[src/rtl/u8u16_pkg.sv]
// Shared types and constants for the UTF-8 to UTF-16 stream decoder.
// Used by every module under rtl; depends on nothing.
package u8u16_pkg;

    localparam int BYTE_W = 8;
    localparam int UNIT_W = 21;
    localparam int REPL_W = 16;
    localparam int CFG_ADDR_W = 1;
    localparam int CFG_DATA_W = 16;
    localparam int OUT_TDATA_W = 24;

    typedef enum logic [CFG_ADDR_W-1:0] {
        REG_UTF16_OUT   = 1'b0,
        REG_REPLACEMENT = 1'b1
    } cfg_reg_t;

    localparam logic             UTF16_OUT_RST   = 1'b1;
    localparam logic [REPL_W-1:0] REPL_CHAR_RST  = 16'h003F;

    localparam logic [UNIT_W-1:0] SUPP_BASE   = 21'h010000;
    localparam logic [15:0]       HI_SURR     = 16'hD800;
    localparam logic [15:0]       LO_SURR     = 16'hDC00;
    localparam logic [4:0]        SURR_TOP5   = 5'h1B;
    localparam logic [9:0]        SURR_TOP10  = 10'h01B;

    typedef struct packed {
        logic              utf16_out;
        logic [REPL_W-1:0] replacement_char;
    } cfg_t;

    typedef struct packed {
        logic [1:0]        cnt;
        logic [UNIT_W-1:0] unit0;
        logic [UNIT_W-1:0] unit1;
    } result_t;

endpackage

[src/rtl/u8u16_cfg.sv]
// Configuration registers of the UTF-8 to UTF-16 decoder.
// Depends on u8u16_pkg.
module u8u16_cfg (
    input  logic                                  clk,
    input  logic                                  rst_n,
    input  logic                                  cfg_we,
    input  logic [u8u16_pkg::CFG_ADDR_W-1:0]      cfg_addr,
    input  logic [u8u16_pkg::CFG_DATA_W-1:0]      cfg_wdata,
    output u8u16_pkg::cfg_t                       cfg
);
    import u8u16_pkg::*;

    logic              utf16_out_reg;
    logic [REPL_W-1:0] repl_reg;

    always_ff @(posedge clk or negedge rst_n)
    begin
        if (!rst_n)
        begin
            utf16_out_reg <= UTF16_OUT_RST;
            repl_reg      <= REPL_CHAR_RST;
        end
        else if (cfg_we)
        begin
            unique case (cfg_reg_t'(cfg_addr))
                REG_UTF16_OUT:   utf16_out_reg <= cfg_wdata[0];
                REG_REPLACEMENT: repl_reg      <= cfg_wdata[REPL_W-1:0];
                default:         ;
            endcase
        end
    end

    assign cfg.utf16_out        = utf16_out_reg;
    assign cfg.replacement_char = repl_reg;

endmodule

[src/rtl/u8u16_decode.sv]
// Input register, sequence state and single-pass decode of one UTF-8 byte.
// Depends on u8u16_pkg.
module u8u16_decode (
    input  logic                             clk,
    input  logic                             rst_n,
    input  logic                             in_valid,
    output logic                             in_ready,
    input  logic [u8u16_pkg::BYTE_W-1:0]     in_byte,
    input  u8u16_pkg::cfg_t                  cfg,
    input  logic                             load_ok,
    output logic                             load,
    output u8u16_pkg::result_t               res
);
    import u8u16_pkg::*;

    logic              vld_reg;
    logic [BYTE_W-1:0] byte_reg;
    logic [1:0]        rem_reg, rem_next;
    logic [2:0]        len_reg, len_next;
    logic [UNIT_W-1:0] acc_reg, acc_next;
    logic              skip_reg, skip_next;
    logic              fire;

    always_comb
    begin
        logic              cont;
        logic [UNIT_W-1:0] acc_sh;
        logic [UNIT_W-1:0] v;
        logic [UNIT_W-1:0] d;
        logic              fresh;

        cont   = (byte_reg[7:6] == 2'b10);
        acc_sh = {acc_reg[UNIT_W-7:0], byte_reg[5:0]};
        v      = acc_sh;
        d      = '0;
        fresh  = 1'b0;

        rem_next  = rem_reg;
        len_next  = len_reg;
        acc_next  = acc_reg;
        skip_next = skip_reg;
        res.cnt   = 2'd0;
        res.unit0 = '0;
        res.unit1 = '0;

        if (byte_reg == '0)
        begin
            rem_next  = '0;
            len_next  = '0;
            acc_next  = '0;
            skip_next = 1'b0;
        end
        else if (!(skip_reg && cont))
        begin
            skip_next = 1'b0;
            if (rem_reg != 2'd0 && cont)
            begin
                rem_next = rem_reg - 2'd1;
                acc_next = acc_sh;
                if (rem_reg == 2'd1)
                begin
                    rem_next = '0;
                    len_next = '0;
                    acc_next = '0;
                    if (len_reg == 3'd3 && v[15:11] == SURR_TOP5)
                        v = UNIT_W'(cfg.replacement_char);
                    if (len_reg == 3'd4 && v[20:11] == SURR_TOP10)
                        v = UNIT_W'(cfg.replacement_char);
                    res.cnt   = 2'd1;
                    res.unit0 = v;
                    if (len_reg == 3'd4 && v >= SUPP_BASE && cfg.utf16_out)
                    begin
                        d         = v - SUPP_BASE;
                        res.cnt   = 2'd2;
                        res.unit0 = UNIT_W'(HI_SURR | 16'(d[UNIT_W-1:10]));
                        res.unit1 = UNIT_W'(LO_SURR | {6'd0, d[9:0]});
                    end
                end
            end
            else
            begin
                fresh = 1'b1;
            end
        end

        if (fresh)
        begin
            rem_next = '0;
            len_next = '0;
            acc_next = '0;
            if (byte_reg[7] == 1'b0)
            begin
                res.cnt   = 2'd1;
                res.unit0 = UNIT_W'(byte_reg);
            end
            else if (byte_reg[7:6] == 2'b10 || byte_reg[7:3] == 5'b11111)
            begin
                skip_next = 1'b1;
            end
            else if (byte_reg[7:5] == 3'b110)
            begin
                acc_next = UNIT_W'(byte_reg[4:0]);
                rem_next = 2'd1;
                len_next = 3'd2;
            end
            else if (byte_reg[7:4] == 4'b1110)
            begin
                acc_next = UNIT_W'(byte_reg[3:0]);
                rem_next = 2'd2;
                len_next = 3'd3;
            end
            else
            begin
                acc_next = UNIT_W'(byte_reg[2:0]);
                rem_next = 2'd3;
                len_next = 3'd4;
            end
        end
    end

    assign fire     = vld_reg && (load_ok || res.cnt == 2'd0);
    assign load     = fire && (res.cnt != 2'd0);
    assign in_ready = !vld_reg || fire;

    always_ff @(posedge clk or negedge rst_n)
    begin
        if (!rst_n)
        begin
            vld_reg  <= 1'b0;
            rem_reg  <= '0;
            len_reg  <= '0;
            acc_reg  <= '0;
            skip_reg <= 1'b0;
        end
        else
        begin
            if (in_ready)
                vld_reg <= in_valid;
            if (fire)
            begin
                rem_reg  <= rem_next;
                len_reg  <= len_next;
                acc_reg  <= acc_next;
                skip_reg <= skip_next;
            end
        end
    end

    always_ff @(posedge clk)
    begin
        if (in_ready && in_valid)
            byte_reg <= in_byte;
    end

endmodule

[src/rtl/u8u16_outbuf.sv]
// Result register holding up to two code units and draining them in order.
// Depends on u8u16_pkg.
module u8u16_outbuf (
    input  logic                               clk,
    input  logic                               rst_n,
    input  logic                               load,
    input  u8u16_pkg::result_t                 res,
    output logic                               load_ok,
    output logic                               out_valid,
    input  logic                               out_ready,
    output logic [u8u16_pkg::UNIT_W-1:0]       out_unit,
    output logic                               out_last
);
    import u8u16_pkg::*;

    logic [1:0]        cnt_reg;
    logic [UNIT_W-1:0] u0_reg;
    logic [UNIT_W-1:0] u1_reg;
    logic              pop;

    assign out_valid = (cnt_reg != 2'd0);
    assign pop       = out_valid && out_ready;
    assign load_ok   = (cnt_reg == 2'd0) || (cnt_reg == 2'd1 && out_ready);
    assign out_unit  = u0_reg;
    assign out_last  = (cnt_reg == 2'd1);

    always_ff @(posedge clk or negedge rst_n)
    begin
        if (!rst_n)
            cnt_reg <= 2'd0;
        else if (load)
            cnt_reg <= res.cnt;
        else if (pop)
            cnt_reg <= cnt_reg - 2'd1;
    end

    always_ff @(posedge clk)
    begin
        if (load)
        begin
            u0_reg <= res.unit0;
            u1_reg <= res.unit1;
        end
        else if (pop)
        begin
            u0_reg <= u1_reg;
        end
    end

endmodule

[src/rtl/utf8_to_utf16_stream_decoder.sv]
// UTF-8 to UTF-16 stream decoder, top level.
// Depends on u8u16_pkg, u8u16_cfg, u8u16_decode and u8u16_outbuf.
//
// Usage:
//   s_axis carries one UTF-8 byte per transfer; a zero byte ends the string
//   and drops any partial sequence. m_axis carries decoded code units; tlast
//   marks the final unit caused by one input byte (low on the high half of a
//   surrogate pair). Bytes that complete nothing produce no transfer.
//   cfg_we/cfg_addr/cfg_wdata write utf16_out (index 0) and the replacement
//   code unit (index 1); write only while the stream is idle.
// Timing:
//   One byte per cycle while m_axis keeps up. A byte goes to the input register,
//   is decoded from there into the result register and is offered on m_axis
//   from that register. A byte that yields a surrogate pair holds the result
//   register until both halves are taken; a following byte that yields a unit
//   waits in the input register while the high half is still held.
// Reset:
//   rst_n clears the sequence state and empties both registers; utf16_out
//   returns to 1 and the replacement unit to 0x003F.
// Stall:
//   With m_axis_tready low the result register holds; bytes that yield nothing
//   still pass, the first byte that yields a unit waits in the input register,
//   then s_axis_tready drops.
module utf8_to_utf16_stream_decoder (
    input  logic                                   clk,
    input  logic                                   rst_n,
    input  logic                                   s_axis_tvalid,
    output logic                                   s_axis_tready,
    input  logic [u8u16_pkg::BYTE_W-1:0]           s_axis_tdata,   // [7:0] byte_in
    output logic                                   m_axis_tvalid,
    input  logic                                   m_axis_tready,
    output logic [u8u16_pkg::OUT_TDATA_W-1:0]      m_axis_tdata,   // [20:0] code_unit, zero pad
    output logic                                   m_axis_tlast,
    input  logic                                   cfg_we,
    input  logic [u8u16_pkg::CFG_ADDR_W-1:0]       cfg_addr,
    input  logic [u8u16_pkg::CFG_DATA_W-1:0]       cfg_wdata
);
    import u8u16_pkg::*;

    cfg_t              cfg;
    result_t           res;
    logic              load;
    logic              load_ok;
    logic [UNIT_W-1:0] out_unit;

    u8u16_cfg u_cfg (
        .clk       (clk),
        .rst_n     (rst_n),
        .cfg_we    (cfg_we),
        .cfg_addr  (cfg_addr),
        .cfg_wdata (cfg_wdata),
        .cfg       (cfg)
    );

    u8u16_decode u_decode (
        .clk      (clk),
        .rst_n    (rst_n),
        .in_valid (s_axis_tvalid),
        .in_ready (s_axis_tready),
        .in_byte  (s_axis_tdata),
        .cfg      (cfg),
        .load_ok  (load_ok),
        .load     (load),
        .res      (res)
    );

    u8u16_outbuf u_outbuf (
        .clk       (clk),
        .rst_n     (rst_n),
        .load      (load),
        .res       (res),
        .load_ok   (load_ok),
        .out_valid (m_axis_tvalid),
        .out_ready (m_axis_tready),
        .out_unit  (out_unit),
        .out_last  (m_axis_tlast)
    );

    assign m_axis_tdata = OUT_TDATA_W'(out_unit);

endmodule

[config.mk]
export PLATFORM = sky130hd
export DESIGN_NAME = utf8_to_utf16_stream_decoder
export DESIGN_NICKNAME = d
export VERILOG_FILES = /design/src/rtl/u8u16_pkg.sv /design/src/rtl/u8u16_cfg.sv /design/src/rtl/u8u16_decode.sv /design/src/rtl/u8u16_outbuf.sv /design/src/rtl/utf8_to_utf16_stream_decoder.sv
export SDC_FILE = /design/constraint.sdc
export NUM_CORES = 1
export LEC_CHECK = 0
export BUFFER_PORTS_ARGS = -buffer_cell sky130_fd_sc_hd__buf_4
export CAP_MARGIN = 40
export CORE_ASPECT_RATIO = 1.4
export CORE_MARGIN = 2
export CORE_UTILIZATION = 35
export DETAILED_ROUTE_END_ITERATION = 10
export SETUP_SLACK_MARGIN = 0.02
export SYNTH_ARGS = -nofsm -noshare
export SYNTH_HDL_FRONTEND = slang
export SYNTH_SLANG_ARGS = --single-unit
export TNS_END_PERCENT = 5
[constraint.sdc]
create_clock -name clk -period 7.7 [get_ports clk]
set_input_delay 1.54 -clock clk [delete_from_list [all_inputs] [get_ports clk]]
set_output_delay 1.54 -clock clk [all_outputs]
set_load 0.005 [all_outputs]
==> reports/metrics.yaml, run 1 <==
placed_design:
  dp.final_hpwl_um: 7490
  gp_congestion: 0.923
  total_of_buffers_placed_on_input_and_output_ports: 53
  pre_cts_slack_ns: 3.40
  dpl-instance-area_mm2: 0.00449
worst_setup_path:
  r2r_setup_slack_ns: 4.10
  critical_path.slowest_cell: "o21ai_0"
  worstPathRequired_ns: 6.16
  critical_path.max_fanout: 3
  crit_path_cell_trace: "buf_4 -> a21oi_1 -> o21ai_0 -> inv_1 -> nand2_1 -> buf_4"
  timing.critical_path.from_type: "input port"
  critPathArrivalTime_ns: 2.35
  worst_path_largest_cell_delay_ns: 0.20
  critical_path.endpoint_type: "output pin"
  timing.setup.critical_path_class: "input port to output pin"
  path_common_cell: "buf_4"
floorplan:
  design.die.area_mm2: 0.0122
  rows: 46
  die_width_um: 94.1
  initial_core_util_pct: 35.5
  core_area_mm2: 0.0112
  dieHeight_um: 130
  pin_count: 57
global_route:
  gr-usage-all-layers_pct: 17.3
  grt_pass1_vias: 3021
  number_of_antenna_violations_at_the_first_check_in_global_routing: 0
  grt_max_degree: 42
  grt_first_pass_wirelength_um: 15800
  grt_overflow_total: 0
clocking:
  cts.root.buffer_cell: "clkbuf_16"
  cts_num_sinks: 81
  clkSlewWorstSetupHoldPaths_ns: 0.06
  cts.path.max_buffers: 2
  tritoncts: "yes"
  cts.hold.buffers_added: 0
  ctsHtreeMaxLevel: 3
  total_clock_buffers_created_by_cts: 9
  clk-insertion-delay-late_ns: 0.35
  post_cts_resized: 0
  cts.repair_timing.setup_buffer_count: 0
pwr:
  switching_share_of_power_pct: 32.5
  netSwitchingPower_uw: 470
  power.static_leakage_nw: 1.96
  vdd_ir_drop_max_mv: 0.127
  clock_power_share_pct: 28.1
  power.share.sequential_pct: 45.4
  power-per-cell-area_mw_per_mm2: 301
  power_frac_comb_pct: 26.5
  internal_power_uw: 975
sta:
  period_needed_ns: 3.89
  number_of_hold_violations_in_the_final_report: 0
  totalNegativeSetupSlack_ns: 0
  worst_slew_margin_rel_pct: 47.4
  layout_worst_path_cycle_share_pct: 50.6
  timing.final.ws_setup_ns: 3.81
  tightestPinTransition_ns: 0.785
  hold-worst-slack_ns: 0.537
  worst_clk_skew_ns: 0.00967
  fmax_ghz: 0.257
  setup-violations-final: 0
  timing.final.max_slew_violations: 0
  grt_setup_unrepaired: "no"
drt:
  via_count: 3041
  drt_iter0_drc: 185
  detail_route.wirelength_um: 9870
  routed_wire_length_per_instance_um: 17.2
  route.detailed.vias_per_inst: 5.30
  drc: 0
  antenna_violating_nets_post_route: 0
  number_of_iterations_in_the_first_detailed_routing_pass: 5
logic_synthesis:
  count_of_state_elements_after_synthesis: 81
  postSynth.topFlopCell: "edfxtp_1"
  netlist_instances: 374
  ys.warnings.count: 0
  synth_top_cells_by_count: "nand2_1, edfxtp_1, dfrtp_1, nor2_1, o21ai_0"
  synth-edff-count: 40
  synth_sequential_area_ratio_pct: 56.2
  netlist.area_leader.share_pct: 30.2
  cell_taking_the_most_area_after_synthesis: "edfxtp_1"
  share_of_flip_flops_with_an_asynchronous_set_or_reset_pct: 50.6
  mappedNetlistArea_mm2: 0.00398
  synth_most_common_cell: "nand2_1"
  post_synth.cell_area_avg_um2: 10.6
  netlist-cell-type-count: 56
  synth_top_cells_by_area: "edfxtp_1, dfrtp_1, nand2_1"
run_status:
  outcome: "finished clean"
layout:
  fin_util_pct: 42.8
  largest_reg_flops: 21
  areaGrowthSynthToFinish_pct: 20.7
  drive_gt1_share_pct: 24.9
  finish.instance_area_mm2: 0.00480
  finish.net_count: 461
  antenna_cells_inserted: 0
hold_path:
  hp-class: "flip-flop to flip-flop"
job:
  max_cap_viols: 0
[routing by layer]
metal | global-route usage (%) | vias to the layer above | wire length [um]
li1 | - | 1458 | -
met1 | 20.0 | 1485 | 3920
met2 | 30.1 | 76 | 5230
met3 | 2.66 | 22 | 372
met4 | 10.4 | 0 | 346
met5 | 0 | - | 0
[power groups by stage]
| stage | sequential, mW | clock, mW | combinational (mW) |
|---|---|---|---|
| 2_1_floorplan | 0.634 | 0 | 0.237 |
| 3_3_place_gp | 0.662 | 0 | 0.366 |
| 3_5_place_dp | 0.665 | 0 | 0.375 |
| 4_1_cts | 0.657 | 0.416 | 0.376 |
| 5_1_grt | 0.667 | 0.434 | 0.437 |
| 6_report | 0.656 | 0.407 | 0.383 |
[metrics by stage]
step                instances  power (mW)
floorplan                 376       0.871
global placement          557        1.03
detailed placement        557        1.04
CTS                       573        1.45
global route              574        1.54
finish                    574        1.45
[final cells by class]
class / instances / area, um^2
clock buffers: 10 / 239
repair buffers: 56 / 440
inverters: 10 / 37.5
well taps: 144 / 180
fillers: 1093 / 6420
clock inverters: 6 / 46.3
multi-input cells: 267 / 1620
flip-flops and latches: 81 / 2240
[path summary, 6_finish.rpt]
path / start / end / cells past startpoint
setup / recovery: m_axis_tready / s_axis_tready / 6
hold reg to reg: u_decode.rem_reg[1]$_DFFE_PN0P_ / u_decode.rem_reg[1]$_DFFE_PN0P_ / 2
hold / removal: u_decode.rem_reg[1]$_DFFE_PN0P_ / u_decode.rem_reg[1]$_DFFE_PN0P_ / 2
min in group asynchronous: rst_n / u_cfg.repl_reg[15]$_DFFE_PN0P_ / 1
max in group asynchronous: rst_n / u_outbuf.cnt_reg[1]$_DFFE_PN0P_ / 1
setup reg to reg: u_decode.acc_reg[7]$_DFFE_PN0P_ / u_outbuf.out_unit[10]$_DFFE_PP_ / 11
[kinds of logic after synthesis]
family,Yosys count,synth area share [%]
AND/OR/NAND/NOR,139,16.6
AO/OA/AOI/OAI,95,15.4
flip-flops,81,56.2
buffers and inverters,28,3.24
multiplexers,23,6.35
adder cells (fa/ha/maj),6,1.89
other,1,0.0942
XOR/XNOR,1,0.220
[critical path, delay by kind of cell]
family                 cells  cell delay (ns)
AOI/OAI and AO/OA          2             0.38
buffers and inverters      3             0.35
and+or+nand+nor            1             0.08
[layout by cell type, fill, tap and decap left out, types with 7 or more instances in the layout]
master	count
o21ai_0	30
dfrtp_1	34
buf_4	55
nand2_1	63
inv_1	9
a21oi_1	23
mux2_2	18
nand3_1	9
edfxtp_1	40
a31oi_1	8
dfstp_2	7
clkbuf_16	9
nor2_1	30
Power figures use the tool's default switching activity.
==> inputs of run 2 (changes only) <==
- clock period: 7.7 -> 3.75 ns (I/O delays scaled with it)
==> reports/metrics.yaml, run 2 (synthesis gave the netlist of run 1 again) <==
run_status:
  outcome: "finished clean"
layout:
  antenna_cells_inserted: 0  # unchanged
  most-common-layout-cells: "nand2_1, buf_4, edfxtp_1, dfrtp_1"
  multi_input_area_mm2: 0.00162  # unchanged
  areaGrowthSynthToFinish_pct: 21.8
  seqCellArea_mm2: 0.00224  # unchanged
  largest_reg_flops: 21  # unchanged
  finish.net_count: 467  # +1.3%
  drive_gt1_share_pct: 25.5  # +0.57 points
  filler_instances: 1115  # +2.0%
  fin_cells: 580  # +1.0%
  mostFrequentLayoutCell: "nand2_1"
drt:
  routed_wire_length_per_instance_um: 17.3  # +0.83%
  number_of_iterations_in_the_first_detailed_routing_pass: 4  # -1
  via_count: 3019  # -0.72%
  antenna_violating_nets_post_route: 0  # unchanged
  route.detailed.vias_per_inst: 5.21  # -1.8%
  detail_route.wirelength_um: 10100  # +1.9%
  drt_iter0_drc: 163  # -12%
  drc: 0  # unchanged
clocking:
  total_clock_buffers_created_by_cts: 9  # unchanged
  post_cts_resized: 0  # unchanged
  cts.repair_timing.setup_buffer_count: 0  # unchanged
  cts.path.max_buffers: 2  # unchanged
  cts.hold.buffers_added: 0  # unchanged
  cts.root.buffer_cell: "clkbuf_16"
  clk-insertion-delay-late_ns: 0.34  # about the same
  clkSlewWorstSetupHoldPaths_ns: 0.06  # about the same
  tritoncts: "yes"
  ctsHtreeMaxLevel: 3  # unchanged
  cts_num_sinks: 81  # unchanged
placed_design:
  dp.final_hpwl_um: 7780  # +3.8%
  total_of_buffers_placed_on_input_and_output_ports: 53  # unchanged
  number_of_placed_instances_taps_included: 564  # +1.3%
  gp_congestion: 0.912  # -1.2%
worst_setup_path:
  critical_path.endpoint_type: "flip-flop"
  worst_path_largest_cell_delay_ns: 0.45  # +0.25 ns
  reg2regPathDepth: 11  # unchanged
  timing.setup.critical_path_class: "flip-flop to flip-flop"
  timing.rr.start: "u_decode.acc_reg[7]$_DFFE_PN0P_"
  r2r_setup_slack_ns: 0.28  # -3.82 ns
  critical_path.slowest_cell: "or3_4"
  reg2reg_to: "u_outbuf.out_unit[10]$_DFFE_PP_"
  critical_path.max_fanout: 20  # +17
  timing.critical_path.from_type: "flip-flop"
  worstPathRequired_ns: 3.94  # -2.22 ns
  crit_path_cell_trace: "and4b_1 -> nand3_1 -> nand2_1 -> ha_1 -> nor2b_1 -> o211ai_1 -> a311o_1 -> o31a_1 -> or3_4 -> o32a_1 -> o21ai_1"
  critPathArrivalTime_ns: 3.66  # +1.31 ns
sta:
  fmax_ghz: 0.288
  grt_setup_unrepaired: "no"
  period_needed_ns: 3.47
  number_of_hold_violations_in_the_final_report: 0  # unchanged
  tightestPinTransition_ns: 0.661  # -0.123 ns
  layout_worst_path_cycle_share_pct: 92.6
  totalNegativeSetupSlack_ns: 0  # unchanged
  timing.final.max_slew_violations: 0  # unchanged
  setup-violations-final: 0  # unchanged
  worst_slew_margin_rel_pct: 55.6  # +8.2 points
  worst_clk_skew_ns: 0.00735  # -0.00233 ns
floorplan:
  design.die.area_mm2: 0.0122  # unchanged
  dieHeight_um: 130  # unchanged
  core_area_mm2: 0.0112  # unchanged
  rows: 46  # unchanged
  pin_count: 57  # unchanged
  initial_core_util_pct: 35.5  # unchanged
  die_width_um: 94.1  # unchanged
global_route:
  grt_first_pass_wirelength_um: 15800  # -0.31%
  grt_overflow_total: 0  # unchanged
  gr-usage-all-layers_pct: 17.6  # +0.24 points
  grt_pass1_vias: 2869  # -5.0%
  number_of_antenna_violations_at_the_first_check_in_global_routing: 0  # unchanged
  grt_max_degree: 42  # unchanged
job:
  max_cap_viols: 0  # unchanged
pwr:
  power.static_leakage_nw: 1.98  # +1.5%
  power-per-cell-area_mw_per_mm2: 619  # +110%
  vdd_ir_drop_max_mv: 0.253  # +100%
hold_path:
  hp-class: "input port to async pin"
[run 2: cell count changes in the layout (fill, tap and decap cells not counted)]
cell / before / now
clkbuf_1: 0 / 1
clkbuf_8: 1 / 0
buf_4: 55 / 61
clkinv_2: 0 / 2
bufinv_16: 0 / 1
clkinv_4: 1 / 0
inv_6: 2 / 0
inv_4: 2 / 1
clkinv_1: 1 / 2
[run 2: worst max path at each step]
stage	from	end	slack [ns]	cells past startpoint
finish	u_decode.acc_reg[7]$_DFFE_PN0P_	u_outbuf.out_unit[10]$_DFFE_PP_	0.28	11
global route	u_decode.acc_reg[7]$_DFFE_PN0P_	u_outbuf.out_unit[10]$_DFFE_PP_	0.10	11
CTS	u_decode.acc_reg[7]$_DFFE_PN0P_	u_outbuf.out_unit[10]$_DFFE_PP_	0.29	11
detailed placement	u_decode.acc_reg[7]$_DFFE_PN0P_	u_outbuf.out_unit[10]$_DFFE_PP_	0.34	11
global placement	u_decode.acc_reg[7]$_DFFE_PN0P_	u_outbuf.out_unit[10]$_DFFE_PP_	0.41	11
floorplan	u_decode.acc_reg[6]$_DFFE_PN0P_	u_outbuf.out_unit[4]$_DFFE_PP_	0.52	15
[run 2: per-stage QoR]
step           worst slack [ns]  total power [mW]  cell area, um^2  util [%]  hold WS, ns
2_1_floorplan             0.520              1.79             3990         -        0.454
3_3_place_gp              0.411              2.14             4530      40.4        0.494
3_5_place_dp              0.341              2.18             4560      40.6        0.493
4_1_cts                   0.292              3.04             4850      43.2        0.403
5_1_grt                   0.105              3.18             4850      43.2        0.422
6_report                  0.278              3.00             4850      43.2        0.383
[run 2: per-layer routing]
layer  GRT usage, %  wire [um]  vias up
met5              0          0        -
met4           9.04        299        0
met3           3.23        376       15
met2           30.0       5310       75
met1           21.1       4070     1461
li1               -          -     1468
[run 2: area by class of cell]
cell class	instances	share of cell area, %
clock inverters	6	1.19
repair buffers	62	10.0
clock buffers	10	4.72
multi-input cells	267	33.5
well taps	144	3.72
flip-flops and latches	81	46.1
inverters	10	0.774
[run 2: report_power, final]
part           switching [mW]  internal [mW]  total (mW)
sequential              0.160           1.18        1.34
combinational           0.449          0.365       0.814
clock                   0.340          0.511       0.850
total                   0.949           2.05        3.00
[run 2: worst max-delay path, delay by kind of cell (launching register included)]
family	cells	cell delay [ns]
DFF	1	0.43
adders and majority gates	1	0.17
AOI/OAI and AO/OA	5	1.29
and+or+nand+nor	5	1.42
